## config.mk

```make
export PLATFORM = sky130hd
export DESIGN_NAME = bounded_stack_with_palindrome_flat
export DESIGN_NICKNAME = d
export VERILOG_FILES = /design/src/rtl/bswp_pkg.sv /design/src/rtl/bswp_in_if.sv /design/src/rtl/bswp_out_if.sv /design/src/rtl/bswp_ram.sv /design/src/rtl/bounded_stack_with_palindrome.sv /design/src/flat_wrapper.sv
export SDC_FILE = /design/constraint.sdc
export NUM_CORES = 2
export LEC_CHECK = 0
export ABC_AREA = 0
export BUFFER_PORTS_ARGS = -buffer_cell sky130_fd_sc_hd__buf_2
export CAP_MARGIN = 20
export CORE_ASPECT_RATIO = 0.7
export CORE_MARGIN = 10
export CORE_UTILIZATION = 45
export CTS_CLUSTER_DIAMETER = 50
export DETAILED_ROUTE_END_ITERATION = 10
export SKIP_CTS_REPAIR_TIMING = 1
export SYNTH_ARGS = -nofsm -noshare
export SYNTH_HDL_FRONTEND = slang
export SYNTH_HIERARCHICAL = 1
export SYNTH_SLANG_ARGS = --single-unit
```

## constraint.sdc

```tcl
create_clock -name i_clk -period 4.9 [get_ports i_clk]
set_clock_uncertainty 0.2 [all_clocks]
set_input_delay 0.735 -clock i_clk [delete_from_list [all_inputs] [get_ports i_clk]]
set_output_delay 0.735 -clock i_clk [all_outputs]
set_load 0.05 [all_outputs]
```

## src/rtl/bswp_pkg.sv

```systemverilog
// Package for the bounded stack with palindrome check.
// Holds field widths, command and status codes, and the result record.
// No dependencies; every other file of the block but bswp_ram imports it.
package bswp_pkg;

    localparam int CMD_W   = 2;
    localparam int VALUE_W = 32;
    localparam int POP_W   = 32;
    localparam int FILL_W  = 7;

    typedef enum logic [CMD_W-1:0] {
        CMD_PUSH  = 2'd0,
        CMD_POP   = 2'd1,
        CMD_CHECK = 2'd2
    } t_cmd;

    typedef enum logic [1:0] {
        ST_OK        = 2'd0,
        ST_OVERFLOW  = 2'd1,
        ST_UNDERFLOW = 2'd2
    } t_status;

    typedef struct packed {
        logic [POP_W-1:0]  popped_value;
        t_status           status;
        logic              is_palindrome;
        logic [FILL_W-1:0] fill_count;
    } t_result;

endpackage

```

## src/rtl/bswp_in_if.sv

```systemverilog
// Command channel of the bounded stack: valid/ready plus command payload.
// Depends on bswp_pkg for the field widths.
interface bswp_in_if import bswp_pkg::*; ();

    logic                      valid;
    logic                      ready;
    logic [CMD_W-1:0]          command;
    logic signed [VALUE_W-1:0] push_value;

    modport source (output valid, output command, output push_value, input ready);
    modport sink   (input valid, input command, input push_value, output ready);

endinterface

```

## src/rtl/bswp_out_if.sv

```systemverilog
// Result channel of the bounded stack: valid/ready plus result payload.
// Depends on bswp_pkg for the field widths.
interface bswp_out_if import bswp_pkg::*; ();

    logic                    valid;
    logic                    ready;
    logic signed [POP_W-1:0] popped_value;
    logic [1:0]              status;
    logic                    is_palindrome;
    logic [FILL_W-1:0]       fill_count;

    modport source (output valid, output popped_value, output status,
                    output is_palindrome, output fill_count, input ready);
    modport sink   (input valid, input popped_value, input status,
                    input is_palindrome, input fill_count, output ready);

endinterface

```

## src/rtl/bswp_ram.sv

```systemverilog
// Generic RAM: one write port and two read ports with registered read data.
// Depends on nothing; contents are not reset.
module bswp_ram #(
    parameter int WIDTH = 32,
    parameter int DEPTH = 64
) (
    input  logic                     i_clk,
    input  logic                     i_we,
    input  logic [$clog2(DEPTH)-1:0] i_waddr,
    input  logic [WIDTH-1:0]         i_wdata,
    input  logic [$clog2(DEPTH)-1:0] i_raddr_a,
    input  logic [$clog2(DEPTH)-1:0] i_raddr_b,
    output logic [WIDTH-1:0]         o_rdata_a,
    output logic [WIDTH-1:0]         o_rdata_b
);

    logic [WIDTH-1:0] mem [DEPTH];

    always_ff @(posedge i_clk) begin
        if (i_we) begin
            mem[i_waddr] <= i_wdata;
        end
        o_rdata_a <= mem[i_raddr_a];
        o_rdata_b <= mem[i_raddr_b];
    end

endmodule

```

## src/rtl/bounded_stack_with_palindrome.sv

```systemverilog
// Bounded LIFO stack of signed words with a palindrome check of its contents.
// Depends on bswp_pkg, bswp_in_if, bswp_out_if and bswp_ram.
//
// Usage: each transaction on i_cmd carries a command (push, pop or check) and
// a push value. Every command yields exactly one transaction on o_res, in
// order, carrying the popped word, a status code, the palindrome flag and the
// number of entries held afterwards. A push into a full stack is dropped with
// overflow status; a pop from an empty stack reports underflow and a zero word.
// Flow: a push (or an unused code) is answered through the output register
// after acceptance, and pushes can follow each other every cycle while the
// receiver keeps taking results. A pop reads the top entry through the
// registered read port of the entry memory before its result is formed. A
// check uses the memory's two read ports to fetch one mirrored pair per cycle,
// and each pair is compared in the cycle after its read. Checks on fewer than
// two entries finish like a push. The result sits in an output register, so
// a new command is taken while the previous result waits. If the receiver
// stalls and a second result is ready, it is parked and i_cmd drops ready until the output register frees up.
// Reset clears the entry count and the handshake state; memory contents are
// left alone, since only entries below the count are ever read.
module bounded_stack_with_palindrome import bswp_pkg::*; #(
    parameter int STACK_DEPTH = 64,
    parameter int WORD_BITS   = 32
) (
    input  logic        i_clk,
    input  logic        i_rst_n,
    bswp_in_if.sink     i_cmd,
    bswp_out_if.source  o_res
);

    localparam int AW = $clog2(STACK_DEPTH);
    localparam int CW = $clog2(STACK_DEPTH + 1);

    typedef enum logic [3:0] {
        S_IDLE  = 4'b0001,
        S_POP   = 4'b0010,
        S_CHECK = 4'b0100,
        S_HOLD  = 4'b1000
    } t_state;

    t_state          r_state, n_state;
    logic [CW-1:0]   r_count, n_count;
    logic [AW-1:0]   r_lo, n_lo;
    logic [AW-1:0]   r_hi, n_hi;
    logic [CW-1:0]   r_left, n_left;
    logic            r_same, n_same;
    t_result         r_hold, n_hold;
    t_result         r_out, n_out;
    logic            r_out_valid, n_out_valid;

    logic                 ram_we;
    logic [AW-1:0]        ram_waddr;
    logic [WORD_BITS-1:0] ram_wdata;
    logic [AW-1:0]        ram_raddr_a;
    logic [AW-1:0]        ram_raddr_b;
    logic [WORD_BITS-1:0] ram_rdata_a;
    logic [WORD_BITS-1:0] ram_rdata_b;

    logic    accept;
    logic    out_free;
    logic    full;
    logic    empty;
    logic    pair_eq;
    logic    res_valid;
    t_result res;

    bswp_ram #(
        .WIDTH (WORD_BITS),
        .DEPTH (STACK_DEPTH)
    ) u_ram (
        .i_clk     (i_clk),
        .i_we      (ram_we),
        .i_waddr   (ram_waddr),
        .i_wdata   (ram_wdata),
        .i_raddr_a (ram_raddr_a),
        .i_raddr_b (ram_raddr_b),
        .o_rdata_a (ram_rdata_a),
        .o_rdata_b (ram_rdata_b)
    );

    assign i_cmd.ready = (r_state == S_IDLE);
    assign accept      = i_cmd.valid && i_cmd.ready;
    assign out_free    = !r_out_valid || o_res.ready;
    assign full        = (r_count == CW'(STACK_DEPTH));
    assign empty       = (r_count == '0);
    assign pair_eq     = (ram_rdata_a == ram_rdata_b);

    // Only a push writes memory, and it does so in its acceptance cycle. Any
    // read of that entry comes from a later command, so no read can overlap
    // the write of the same entry.
    assign ram_waddr = r_count[AW-1:0];
    assign ram_wdata = WORD_BITS'(i_cmd.push_value);

    always_comb begin
        n_state     = r_state;
        n_count     = r_count;
        n_lo        = r_lo;
        n_hi        = r_hi;
        n_left      = r_left;
        n_same      = r_same;
        n_hold      = r_hold;
        n_out       = r_out;
        n_out_valid = r_out_valid && !o_res.ready;
        ram_we      = 1'b0;
        ram_raddr_a = r_lo;
        ram_raddr_b = r_hi;
        res_valid   = 1'b0;
        res         = '{popped_value: '0, status: ST_OK, is_palindrome: 1'b0,
                        fill_count: FILL_W'(r_count)};

        case (r_state)
            S_IDLE: begin
                if (accept) begin
                    case (t_cmd'(i_cmd.command))
                        CMD_PUSH: begin
                            res_valid = 1'b1;
                            if (full) begin
                                res.status = ST_OVERFLOW;
                            end else begin
                                ram_we         = 1'b1;
                                n_count        = r_count + CW'(1);
                                res.fill_count = FILL_W'(r_count + CW'(1));
                            end
                        end
                        CMD_POP: begin
                            if (empty) begin
                                res_valid  = 1'b1;
                                res.status = ST_UNDERFLOW;
                            end else begin
                                n_count     = r_count - CW'(1);
                                ram_raddr_a = AW'(r_count - CW'(1));
                                n_state     = S_POP;
                            end
                        end
                        CMD_CHECK: begin
                            if (r_count < CW'(2)) begin
                                // Empty or single-entry contents are symmetric.
                                res_valid         = 1'b1;
                                res.is_palindrome = 1'b1;
                            end else begin
                                // Fetch the outermost pair now and walk inward.
                                ram_raddr_a = '0;
                                ram_raddr_b = AW'(r_count - CW'(1));
                                n_lo        = AW'(1);
                                n_hi        = AW'(r_count - CW'(2));
                                n_left      = CW'((r_count >> 1) - CW'(1));
                                n_same      = 1'b1;
                                n_state     = S_CHECK;
                            end
                        end
                        default: begin
                            res_valid = 1'b1;
                        end
                    endcase
                end
            end
            S_POP: begin
                // The count was already decremented at acceptance.
                res_valid        = 1'b1;
                res.popped_value = POP_W'($signed(ram_rdata_a));
            end
            S_CHECK: begin
                // Compare the pair fetched last cycle while fetching the next.
                if (r_left != '0) begin
                    n_same      = r_same && pair_eq;
                    ram_raddr_a = r_lo;
                    ram_raddr_b = r_hi;
                    n_lo        = r_lo + AW'(1);
                    n_hi        = r_hi - AW'(1);
                    n_left      = r_left - CW'(1);
                end else begin
                    res_valid         = 1'b1;
                    res.is_palindrome = r_same && pair_eq;
                end
            end
            S_HOLD: begin
                res_valid = 1'b1;
                res       = r_hold;
            end
            default: begin
                n_state = S_IDLE;
            end
        endcase

        // A finished result goes to the output register when it is free;
        // otherwise it is parked and new commands wait.
        if (res_valid) begin
            if (out_free) begin
                n_out       = res;
                n_out_valid = 1'b1;
                n_state     = S_IDLE;
            end else begin
                n_hold  = res;
                n_state = S_HOLD;
            end
        end
    end

    always_ff @(posedge i_clk) begin
        if (!i_rst_n) begin
            r_state     <= S_IDLE;
            r_count     <= '0;
            r_out_valid <= 1'b0;
        end else begin
            r_state     <= n_state;
            r_count     <= n_count;
            r_out_valid <= n_out_valid;
        end
    end

    always_ff @(posedge i_clk) begin
        r_lo   <= n_lo;
        r_hi   <= n_hi;
        r_left <= n_left;
        r_same <= n_same;
        r_hold <= n_hold;
        r_out  <= n_out;
    end

    assign o_res.valid         = r_out_valid;
    assign o_res.popped_value  = r_out.popped_value;
    assign o_res.status        = r_out.status;
    assign o_res.is_palindrome = r_out.is_palindrome;
    assign o_res.fill_count    = r_out.fill_count;

endmodule
```

## src/flat_wrapper.sv

```systemverilog
// flat-port wrapper written by rule: the top's interface ports become plain ports
module bounded_stack_with_palindrome_flat import bswp_pkg::*;
#(
    parameter int STACK_DEPTH = 64,
    parameter int WORD_BITS   = 32
)
  (i_clk, i_rst_n, i_cmd_valid, i_cmd_command, i_cmd_push_value, i_cmd_ready, o_res_valid, o_res_popped_value, o_res_status, o_res_is_palindrome, o_res_fill_count, o_res_ready);
  bswp_in_if i_cmd_i ();
  bswp_out_if o_res_i ();
  input  logic i_clk;
  input  logic i_rst_n;
  input wire logic [$bits(i_cmd_i.valid)-1:0] i_cmd_valid;
  input wire logic [$bits(i_cmd_i.command)-1:0] i_cmd_command;
  input wire logic [$bits(i_cmd_i.push_value)-1:0] i_cmd_push_value;
  output wire logic [$bits(i_cmd_i.ready)-1:0] i_cmd_ready;
  output wire logic [$bits(o_res_i.valid)-1:0] o_res_valid;
  output wire logic [$bits(o_res_i.popped_value)-1:0] o_res_popped_value;
  output wire logic [$bits(o_res_i.status)-1:0] o_res_status;
  output wire logic [$bits(o_res_i.is_palindrome)-1:0] o_res_is_palindrome;
  output wire logic [$bits(o_res_i.fill_count)-1:0] o_res_fill_count;
  input wire logic [$bits(o_res_i.ready)-1:0] o_res_ready;
  assign i_cmd_i.valid = i_cmd_valid;
  assign i_cmd_i.command = i_cmd_command;
  assign i_cmd_i.push_value = i_cmd_push_value;
  assign i_cmd_ready = i_cmd_i.ready;
  assign o_res_valid = o_res_i.valid;
  assign o_res_popped_value = o_res_i.popped_value;
  assign o_res_status = o_res_i.status;
  assign o_res_is_palindrome = o_res_i.is_palindrome;
  assign o_res_fill_count = o_res_i.fill_count;
  assign o_res_i.ready = o_res_ready;
  bounded_stack_with_palindrome #(.STACK_DEPTH(STACK_DEPTH), .WORD_BITS(WORD_BITS)) u_core (.i_clk(i_clk), .i_rst_n(i_rst_n), .i_cmd(i_cmd_i), .o_res(o_res_i));
endmodule
```

-- After elaboration in Yosys (flattened, before gate mapping)
Memories as Yosys holds them, arrays and structs flattened. A register that Yosys moved wholly into a read port is not among the register bits.
Index checks and enable logic that the tools add are counted.
- register bits: 116
- latch bits: 0
- memory bits (writable): 2048
- ROM bits: 0
- output and inout bits: 44
- logic and storage cells: 125
- memories kept: 1
- add/subtract/negate cells: 7
- multiply operators: 0
- div/mod/pow operators: 0
- $lt $le $gt $ge: 1
- equal/unequal tests: 18
- shift operators: 0
- multiplexer cells: 64
- bitwise logic cells: 1
- reductions and logical operators: 18
- memory list (memory ; depth ; bits a word ; rd ports ; clocked after memory_dff ; wr ports ; RTL line ; RTL):
    u_core.u_ram.mem ; 64 ; 32 ; 2 ; 2 ; 1 ; bswp_ram.sv:17 ; logic [WIDTH-1:0] mem [DEPTH];
- operators by type and width (kind ; number):
    $mux W6 ; 16
    $pmux W32 S2 ; 1
    $mux W7 ; 7
    $pmux W7 S2 ; 3
    $pmux W6 S2 ; 3
    $eq A32 B32 Y1 ; 1
    $mux W4 ; 5
    $mux W1 ; 19
    $pmux W4 S2 ; 2
    $sub A7 B1 Y7 const B ; 2
    $ne A4 B4 Y1 const B ; 3
    $mux W10 ; 1
    $reduce_and A5 Y1 ; 2
    $ne A2 B2 Y1 const B ; 4
    $pmux W2 S2 ; 2
    $add A7 B1 Y7 const B ; 1
    $eq A7 B7 Y1 const B ; 1
    $logic_not A7 Y1 ; 1
    $lt A7 B2 Y1 const B ; 1
    $reduce_bool A7 Y1 ; 1
    $sub A6 B1 Y7 const B ; 1
    $add A6 B1 Y6 const B ; 1
    $pmux W1 S3 ; 2
    $sub A6 B1 Y6 const B ; 1
    21 further kinds ; 28

-- Longest topological paths before layout
- depth in word-level cells: 7
- mapped depth: 18

-- By module
Netlist, hierarchy kept.
- modules (own cells, without submodules) (module ; instances ; cells each ; area each (µm²) ; sequential area each (µm²)):
    bswp_ram ; 1 ; 4409 ; 95715.5 ; 62780.2
    bounded_stack_with_palindrome ; 1 ; 459 ; 5635.4 ; 3363.2

-- Worst setup path before layout
No wires, ideal clock.
- path type: register to register
- start: register u_core.r_state[0]
- end: memory u_core.u_ram.mem[48][0], enable pin
- setup time: 0.461 ns
- data arrival time: 4.260 ns
- slack: -0.021 ns
- stages on the path, launching flop included: 6
- buffers on the path: 0
- clock period less this slack: 4.921 ns
- cells stage by stage: dfxtp_1 -> nor4b_4 -> o2111ai_1 -> inv_2 -> nand4b_1 -> nor3_1
- cells in the longest elaborated chain, start to end: 6
- RTL lines (item ; RTL line ; RTL):
    start: declaration ; bounded_stack_with_palindrome.sv:40 ; t_state r_state, n_state;
    start signal: assignment ; bounded_stack_with_palindrome.sv:204 ; r_state <= n_state;
    $eq A4 B1 Y1 (*) ; bounded_stack_with_palindrome.sv:80 ; assign i_cmd.ready = (r_state == S_IDLE);
    via i_cmd_ready ; flat_wrapper.sv:15 ; output wire logic [$bits(i_cmd_i.ready)-1:0] i_cmd_ready;
    $logic_and A1 B1 Y1 ; bounded_stack_with_palindrome.sv:81 ; assign accept = i_cmd.valid && i_cmd.ready;
    $mux W1 ; bounded_stack_with_palindrome.sv:112 ; if (accept) begin
    $mux W1 (*) ; bounded_stack_with_palindrome.sv:110 ; case (r_state)
    via u_core.ram_we ; bounded_stack_with_palindrome.sv:50 ; logic ram_we;
    $mux W1 (*) ; bswp_ram.sv:20 ; if (i_we) begin
    $mux W1 (implied by the code) (*) ; bswp_ram.sv:21 ; mem[i_waddr] <= i_wdata;
    end: declaration ; bswp_ram.sv:17 ;
Mark *: on every way through the listed nets, which the timed path passes. The rest lies on a longest branch.

-- Final worst setup path
- start: register u_core.r_state[0]
- end: register u_core.u_ram.o_rdata_b[30], read port of u_core.u_ram.mem
- cells in the longest elaborated chain, start to end: 4
- RTL lines (item ; RTL line ; RTL):
    $eq A4 B1 Y1 (*) ; bounded_stack_with_palindrome.sv:80, bounded_stack_with_palindrome.sv:110 ;
    $logic_and A1 B1 Y1 ; bounded_stack_with_palindrome.sv:81 ;
    $mux W6 ; bounded_stack_with_palindrome.sv:112 ;
    $mux W6 (*) ; n/a ;
    via u_core.ram_raddr_b[5] ; bounded_stack_with_palindrome.sv:54 ; logic [AW-1:0] ram_raddr_b;
    end: declaration ; bswp_ram.sv:14 ; output logic [WIDTH-1:0] o_rdata_b
Marks and branches as above.
A chain may end at the register's enable or synchronous reset.

==> results.cfg <==
[floorplanning]
core_area_um2 = 224000
io_pins = 82
die_w_um = 587
die_h_um = 417
rows = 145
start_util_pct = 45.3
die_area_um2 = 245000

[critical_path]
crit_arrival_ns = 5.34
critPathMaxFanout = 17
cp.required_ns = 5.44
critPathLaunch = u_core/r_state[0]
cp.buffers_inverters = 1
cp_slowest_stage_delay_ns = 0.92
crit_slowest_cell = o21ai_4
start_kind = flip-flop
crit_chain = nor4b_4 > and2_1 > o311ai_2 > buf_4 > o21ai_4 > nand3b_1 > o221ai_1 > a21oi_1 > nor2_1 > o22ai_1
crit_type = flip-flop to flip-flop
path_delay_family = compound AO/OA/AOI/OAI gates
endpoint_kind = flip-flop
ff2ff_setup_slack_ns = 0.1
r2r_start = u_core/r_state[0]

[cts]
cts-root-buf = clkbuf_16
path_clk_slew_ns = 0.06
numCtsBuffers = 215
htree_levels = 4
cts_buffer_depth = 4
clk_latency_ns = 0.88
clock_sinks = 2228
cts_tree = built

[placement]
hpwlAfterDp_mm = 192
place_congestion = 0.865
place_ws_ns = -0.132
numPortBuffers = 81

[timing]
slew_viol_final = 0
max_freq_mhz = 208
fin_tns_setup_ns = 0
finalSetupViolCount = 0
worst_slack_ns = 0.0991
worst_slew_pin_slew_ns = 1.19
period_needed_ns = 4.80
holdWs_ns = 0.0315
hold_viol_final = 0
relSlewSlack_pct = 20.6
post-route-period-util_pct = 98.0
rsz0062_at_grt = no

[pwr]
ir_drop_v = 0.000282
swShare_pct = 23.6
p_int_mw = 32.2
p_clk_share_pct = 39.6
total_power_mw = 42.1
p_sw_mw = 9.95
p_per_area_nw_per_um2 = 364
power_frac_comb_pct = 10.0
seqPwrFrac_pct = 50.5
power.leakage_nw = 36.7

[hold_path]
min-delay-start = i_cmd_push_value[5]
hp-class = input pin to flip-flop

[yosys]
synthFlopType = edfxtp_1
syn_avg_cell_area_um2 = 20.8
ys_async_sr_fraction_pct = 0
synth_mux_area_share_pct = 27.4
yosys.area_share.adder_pct = 0.136
synthCells = 4868
synth-compound-area-share_pct = 2.95
ys_ff_latch = 2228
yosysSeqAreaShare_pct = 65.3
synthesis.nets = 4917
ys_types = 65
synth_edf_count = 2152
yosysWarningCount = 6
synth_top_family_by_area = multiplexers
synthSimpleGateAreaFrac_pct = 1.78
syn_area_um2 = 101000
synth_xor_area_share_pct = 0.493

[detailed_routing]
wire_per_inst_um = 38.0
ant_nets = 0
vias_per_cell = 6.74
num_vias = 56604
drc = 0
wl_mm = 319
first_pass_iters = 5
drt_first_iter_violations = 7579

[final_layout]
drive_above_1_share_pct = 38.1
fin_util_pct = 51.9
nNetsFinal = 5260
areaGrowthSynthToFinish_pct = 14.4

[grt]
grt_usage_pct = 25.4
busiest_layer = met2
use_met2_pct = 38.4
use_met1_pct = 36.9
antenna_found_initial = 15
use_met3_pct = 6.34
grt_pass1_wl_mm = 445
grt_pass1_vias = 55533
grt_start_max_net_pins = 72
overflow = 0

[run_status]
outcome = completed

[job]
cap_violations = 0
==> area by class of cell <==
type	count	area [um^2]
well taps	3013	3770
multi-input cells	2256	34000
repair buffers	497	5130
clock buffers	264	5670
flip-flops and latches	2228	66100
inverters	13	48.8
diodes	1	2.50
fillers	17462	108000
clock inverters	120	1190
==> logic make-up after synthesis <==
logic type      Yosys count
mux                    1369
compound gates          436
simple gates            383
flops                  2228
xor+xnor                 57
fa+ha+maj                11
buf+inv                 384
==> final timing paths <==
kind / to / cells after the start
worst max-delay path: u_core/u_ram/o_rdata_b[30] / 10
worst max register to register: u_core/u_ram/o_rdata_b[30] / 10
worst min register to register: u_core/r_hold[31] / 1
worst min-delay path: u_core/u_ram/mem[62][5] / 1
==> layer usage <==
layer,wire (um),vias up,share of wire [%]
met1,130000,30766,41
met5,82,-,0.026
met2,144000,3393,45
li1,-,21919,-
met4,11100,14,3.5
met3,34200,512,11
==> cells in the mapped netlist (all sizes together) (25+ instances only) <==
master | instances | area (um^2)
o211ai | 27 | 216
edfxtp | 2152 | 64600
nor2 | 120 | 450
a21oi | 68 | 344
nor2b | 25 | 156
nand2 | 137 | 514
a22o | 33 | 289
mux2 | 32 | 360
dfxtp | 76 | 1520
o21ai | 77 | 385
xnor2 | 37 | 324
mux4 | 1124 | 25300
a22oi | 94 | 706
buf | 230 | 1390
o22ai | 55 | 344
clkbuf | 141 | 529
mux2i | 213 | 2130
==> per-stage QoR <==
stage	instances	instance area, um^2
after floorplan	4868	101000
after global placement	7968	108000
after detailed placement	7970	108000
after CTS	8354	115000
after global routing	8392	116000
final	8392	116000
==> flip-flops by register name, indices dropped and copies added, names as in the netlist <==
name	cells
u_core/o_res.fill_count	7
u_core/o_res.is_palindrome	1
u_core/o_res.popped_value	32
u_core/o_res.status	2
u_core/o_res.valid	1
u_core/r_count	7
u_core/r_hi	6
u_core/r_hold	42
u_core/r_left	7
u_core/r_lo	6
u_core/r_same	1
u_core/r_state	4
u_core/u_ram/mem	2048
u_core/u_ram/o_rdata_a	32
u_core/u_ram/o_rdata_b	32
==> power groups by stage <==
stage / Sequential, mW / Combinational (mW) / Clock (mW)
4_1_cts: 21.3 / 4.12 / 16.9
6_report: 21.3 / 4.20 / 16.7
3_3_place_gp: 21.7 / 4.10 / 0
5_1_grt: 21.3 / 4.40 / 17.7
2_1_floorplan: 21.6 / 2.40 / 0
3_5_place_dp: 21.7 / 4.11 / 0
==> layout by cell type, fill, tap and decap left out, drive strengths merged, types with 21 or more instances in the layout <==
cell type | netlist | layout
a21oi | 68 | 68
a22o | 33 | 33
a22oi | 94 | 94
buf | 230 | 488
bufinv | 0 | 22
clkbuf | 141 | 264
clkinv | 1 | 77
dfxtp | 76 | 76
edfxtp | 2152 | 2152
inv | 12 | 21
mux2 | 32 | 32
mux2i | 213 | 213
mux4 | 1124 | 1124
nand2 | 137 | 137
nor2 | 120 | 120
nor2b | 25 | 25
o211ai | 27 | 27
o21ai | 77 | 77
o22ai | 55 | 55
xnor2 | 37 | 37
No activity file was read; power rests on OpenSTA's default activity.
